$ cat src/rtl/rbsi_pkg.sv
// Shared types and constants for the ray/box slab intersection block.
// No dependencies; imported by every module of the block.
package rbsi_pkg;

    localparam int DATA_W    = 32;
    localparam int AXES      = 3;
    localparam int NUM_REGS  = 8;
    localparam int CFG_IDX_W = 4;
    localparam int REG_SEL_W = 3;
    localparam int REM_W     = 2 * DATA_W;
    localparam int DIV_LAT   = DATA_W + 3;

    localparam logic [CFG_IDX_W-1:0] REG_ORG_X = 4'd0;
    localparam logic [CFG_IDX_W-1:0] REG_ORG_Y = 4'd1;
    localparam logic [CFG_IDX_W-1:0] REG_ORG_Z = 4'd2;
    localparam logic [CFG_IDX_W-1:0] REG_DIR_X = 4'd3;
    localparam logic [CFG_IDX_W-1:0] REG_DIR_Y = 4'd4;
    localparam logic [CFG_IDX_W-1:0] REG_DIR_Z = 4'd5;
    localparam logic [CFG_IDX_W-1:0] REG_T_MIN = 4'd6;
    localparam logic [CFG_IDX_W-1:0] REG_T_MAX = 4'd7;

    localparam logic signed [DATA_W-1:0] SAT_MAX = 32'sh7FFF_FFFF;
    localparam logic signed [DATA_W-1:0] SAT_MIN = 32'sh8000_0000;

    typedef struct packed {
        logic [AXES-1:0] dir_zero;
        logic            contain_fail;
    } slab_meta_t;

endpackage

$ cat src/rtl/rbsi_narrow.sv
// Orders slab distances per axis and narrows the ray interval into the result register.
// Depends on rbsi_pkg.
module rbsi_narrow
    import rbsi_pkg::*;
(
    input  logic                     clk,
    input  logic                     rst_n,
    input  logic                     en,
    input  logic                     in_valid,
    input  slab_meta_t               meta,
    input  logic signed [DATA_W-1:0] t_lo [0:AXES-1],
    input  logic signed [DATA_W-1:0] t_hi [0:AXES-1],
    input  logic signed [DATA_W-1:0] t_min,
    input  logic signed [DATA_W-1:0] t_max,
    output logic                     out_valid,
    output logic                     out_hit,
    output logic signed [DATA_W-1:0] out_enter,
    output logic signed [DATA_W-1:0] out_exit
);

    logic                     ord_valid_reg;
    slab_meta_t               ord_meta_reg;
    logic signed [DATA_W-1:0] tn_reg [0:AXES-1];
    logic signed [DATA_W-1:0] tf_reg [0:AXES-1];

    logic                     res_valid_reg;
    logic                     hit_reg;
    logic signed [DATA_W-1:0] enter_reg;
    logic signed [DATA_W-1:0] exit_reg;

    logic signed [DATA_W-1:0] t0_next;
    logic signed [DATA_W-1:0] t1_next;
    logic                     hit_next;

    always_ff @(posedge clk or negedge rst_n)
    begin
        if (!rst_n)
        begin
            ord_valid_reg <= 1'b0;
            res_valid_reg <= 1'b0;
        end
        else if (en)
        begin
            ord_valid_reg <= in_valid;
            res_valid_reg <= ord_valid_reg;
        end
    end

    always_ff @(posedge clk)
    begin
        if (en)
        begin
            ord_meta_reg <= meta;
            for (int a = 0; a < AXES; a++)
            begin
                tn_reg[a] <= (t_lo[a] > t_hi[a]) ? t_hi[a] : t_lo[a];
                tf_reg[a] <= (t_lo[a] > t_hi[a]) ? t_lo[a] : t_hi[a];
            end
        end
    end

    always_comb
    begin
        t0_next = t_min;
        t1_next = t_max;
        for (int a = 0; a < AXES; a++)
        begin
            if (!ord_meta_reg.dir_zero[a])
            begin
                if (tn_reg[a] > t0_next)
                    t0_next = tn_reg[a];
                if (tf_reg[a] < t1_next)
                    t1_next = tf_reg[a];
            end
        end
        hit_next = !ord_meta_reg.contain_fail && !(t0_next > t1_next);
    end

    always_ff @(posedge clk)
    begin
        if (en)
        begin
            hit_reg   <= hit_next;
            enter_reg <= hit_next ? t0_next : '0;
            exit_reg  <= hit_next ? t1_next : '0;
        end
    end

    assign out_valid = res_valid_reg;
    assign out_hit   = hit_reg;
    assign out_enter = enter_reg;
    assign out_exit  = exit_reg;

endmodule

$ cat config.mk
export PLATFORM = sky130hd
export DESIGN_NAME = rbsi_narrow
export DESIGN_NICKNAME = d
export VERILOG_FILES = /design/src/rtl/rbsi_pkg.sv /design/src/rtl/rbsi_narrow.sv
export SDC_FILE = /design/constraint.sdc
export NUM_CORES = 1
export LEC_CHECK = 0
export BUFFER_PORTS_ARGS = -buffer_cell sky130_fd_sc_hd__buf_2
export CORE_UTILIZATION = 30
export DETAILED_ROUTE_END_ITERATION = 12
export HOLD_SLACK_MARGIN = 0.15
export SLEW_MARGIN = 25
export SYNTH_ARGS = -nofsm -noshare
export SYNTH_HDL_FRONTEND = slang
export SYNTH_SLANG_ARGS = --single-unit
$ cat constraint.sdc
create_clock -name clk -period 10.61 [get_ports clk]
set_input_delay 2.6525 -clock clk [delete_from_list [all_inputs] [get_ports clk]]
set_output_delay 2.6525 -clock clk [all_outputs]
set_load 0.01 [all_outputs]
==> metrics <==
die width 272 microns; Syn-to-layout area delta 42.0%; Final Cycle Share 118%; CP Max Fanout 13; Yosys Warn Count 0; setup ws final -1.95 ns; reg2reg path depth 52; cell total after placement 3779; arrival time worst endpoint 12.87 ns; R2R Path End out_enter[5]$_SDFFCE_PN0P_; Ports 330; initial antenna violation count 32; CTS tree yes; Clk pin slew, worst setup/hold paths 0.06 ns; minimum clock period 12.56 ns; total CTS buffers 35; TritonRoute pass-1 iters 4; via count of the first global-routing pass 19000; hold crit path type reg -> reg; first-pass GRT wire length 113000 microns; Final setup viols 65; worst skew pair latency 0.56 ns; crit end category flop; Filler Cell Count 6937; GRT Total Usage 20.4%; WL per Instance 19.7 microns; post-route cell area 0.0310 sq mm; Rel. slew slack 31.8%; worst hold path endpoint ord_valid_reg$_DFFE_PN0P_; Area after DPL 0.0284 sq mm; Post-Syn Area 0.0218 sq mm; CTS Buffer Depth 3; vias per cell 4.86; CTS Hold Bufs 0; synth top area cells edfxtp_1 (36%), ha_1 (18%), mux2_2 (10%); Max IR drop VDD 0.122 mV; synthesized instance count 2078; overall power 6140 uW; fraction of layout cells with a size suffix above 1 45.2%; RR Startpoint tn_reg[0][10]$_DFFE_PP_; Max Freq 79.6 MHz; Starting Density 30.4%; DRT iter0 DRCs 1144; Async SR Flop Fraction 0.760%; Main synth FF type edfxtp_1; most frequent cell on the critical path o21a_1; Mapped Nets 2656; Post-synth EDFFs 261; synth unique cells 76; largest net degree at the start of global routing 161; antenna-violating nets left 0; critical path launch point type input port; total gr overflow 0; failing checks negative setup slack; Clock Skew 0.0186 ns; Hold Startpoint ord_valid_reg$_DFFE_PN0P_; hold path depth 1; Static Leak 0.0147 uW; sequential share of the synthesized area 36.1%; crit path from t_min[15]; Worst path max stage delay 0.55 ns; Final Max Tran Viols 0; share of the synthesized area in the top cell type 35.9%; synthesis-stage register bit count 263; Final Wtd Congestion 0.941; unrepaired setup endpoints after global routing true; CORE AREA 0.0717 sq mm; status finished with violations; Slowest-stage cell, CP or4_1; dpl hpwl 62700 microns; FP Rows 98; area of the die 0.0738 sq mm; final wirelength 77000 microns; DRC violations left 0; Post-Syn Area per Cell 10.5 sq um; Final Util 43.2%; Final nets 3491; Die Span Y 272 microns; WP data required 10.91 ns; Vias 19000; CTS Root Cell clkbuf_16; pwr/cell area 198 mW/mm^2; area leader, netlist edfxtp_1; CTS HTree Levels 2; setup TNS -123.37 ns; Max Cap Violations 0; clk sinks 263; IO Port Bufs 329; Tightest Pin Transition 1.02 ns; final hold violations 0; Crit Path Class in -> reg; Finished Layout Cells 3900; R2R Setup Slk -0.20 ns
==> placed cells by master (no fill, tap or decap), drive strengths merged, types with 15 or more instances in the layout <==
master and count:
o21ai 117, edfxtp 261, buf 862, nand3 80
nor2 41, nand4 63, nand2 74, mux2 197
and2 37, inv 300, nand2b 15, nor2b 24
o21a 28, a21oi 68, clkbuf 46, a21o 71
ha 314, a21boi 63, mux2i 127, nor3 21
==> final cells by class <==
class / instances / area [sq um] / share of cell area [%]
Antenna cell: 14 / 35.0 / 0.113
Clock buffer: 46 / 960 / 3.10
Clock inverter: 14 / 133 / 0.428
Inverter: 298 / 1130 / 3.64
Multi-Input combinational cell: 1453 / 13700 / 44.1
Sequential cell: 263 / 7890 / 25.5
Tap cell: 950 / 1190 / 3.84
Timing Repair Buffer: 862 / 6000 / 19.3
==> cell families after synthesis <==
family | Yosys count | synth area share, %
compound gates | 417 | 12.6
simple gates | 396 | 10.5
buf+inv | 362 | 6.65
mux | 324 | 16.0
fa+ha+maj | 314 | 18.0
flops | 263 | 36.1
xor+xnor | 2 | 0.0803
==> critical path: cells and delay by family <==
family          cells  cell delay (ns)
compound gates     26             4.73
simple gates        8             1.87
buf+inv            13             1.72
fa+ha+maj           4             1.11
mux                 3             0.73
==> worst max path at each step <==
stage	end	slack, ns	depth (start not counted)
2_1_floorplan	out_exit[11]$_SDFFCE_PN0P_	-1.63	52
3_3_place_gp	out_exit[24]$_SDFFCE_PN0P_	-3.09	52
3_5_place_dp	out_exit[25]$_SDFFCE_PN0P_	-3.18	54
4_1_cts	out_enter[30]$_SDFFCE_PN0P_	-1.73	56
5_1_grt	out_enter[5]$_SDFFCE_PN0P_	-2.39	54
6_report	out_enter[5]$_SDFFCE_PN0P_	-1.95	54
==> repair_timing <==
| item | 4_1_cts | 5_1_grt |
|---|---|---|
| endpoints found under the setup margin | 65 | 65 |
| setup buffers | 36 | 10 |
| cloned | 4 | 0 |
| pin swaps | 46 | 28 |
| resized for setup | 201 | 45 |
==> cell usage after synthesis, types with 13 or more instances <==
cell      instances
ha_1            314
inv_1           298
edfxtp_1        261
mux2_2          197
mux2i_1         127
o21ai_0         113
nand2_1          74
a21o_1           68
a21oi_1          68
nand4_1          62
nand3_1          50
clkbuf_1         48
nor2_1           41
a21boi_1         38
and2_1           36
nand3_2          30
o21a_1           28
a21boi_0         25
nor2b_1          24
nor3_1           20
nand2b_1         15
a211oi_1         14
o211ai_1         13
==> power by group <==
group	switching [uW]	total [uW]	internal, uW
Combinational	1610	3440	1830
Clock	486	1170	686
Sequential	128	1530	1400
Total	2220	6140	3920
==> per-stage QoR <==
stage               hold slack, ns  worst slack, ns
global route                 0.523            -2.39
detailed placement           0.495            -3.18
CTS                          0.509            -1.73
floorplan                    0.475            -1.63
global placement             0.489            -3.09
finish                       0.506            -1.95
==> routing by layer <==
| layer | global-route usage [%] | vias to the layer above | wire length (microns) |
|---|---|---|---|
| met1 | 26.4 | 8964 | 34600 |
| met5 | 0 | - | 227 |
| met4 | 5.37 | 38 | 1890 |
| li1 | - | 9360 | - |
| met2 | 33.9 | 486 | 35600 |
| met3 | 4.79 | 125 | 4700 |
Power figures use the tool's default switching activity.
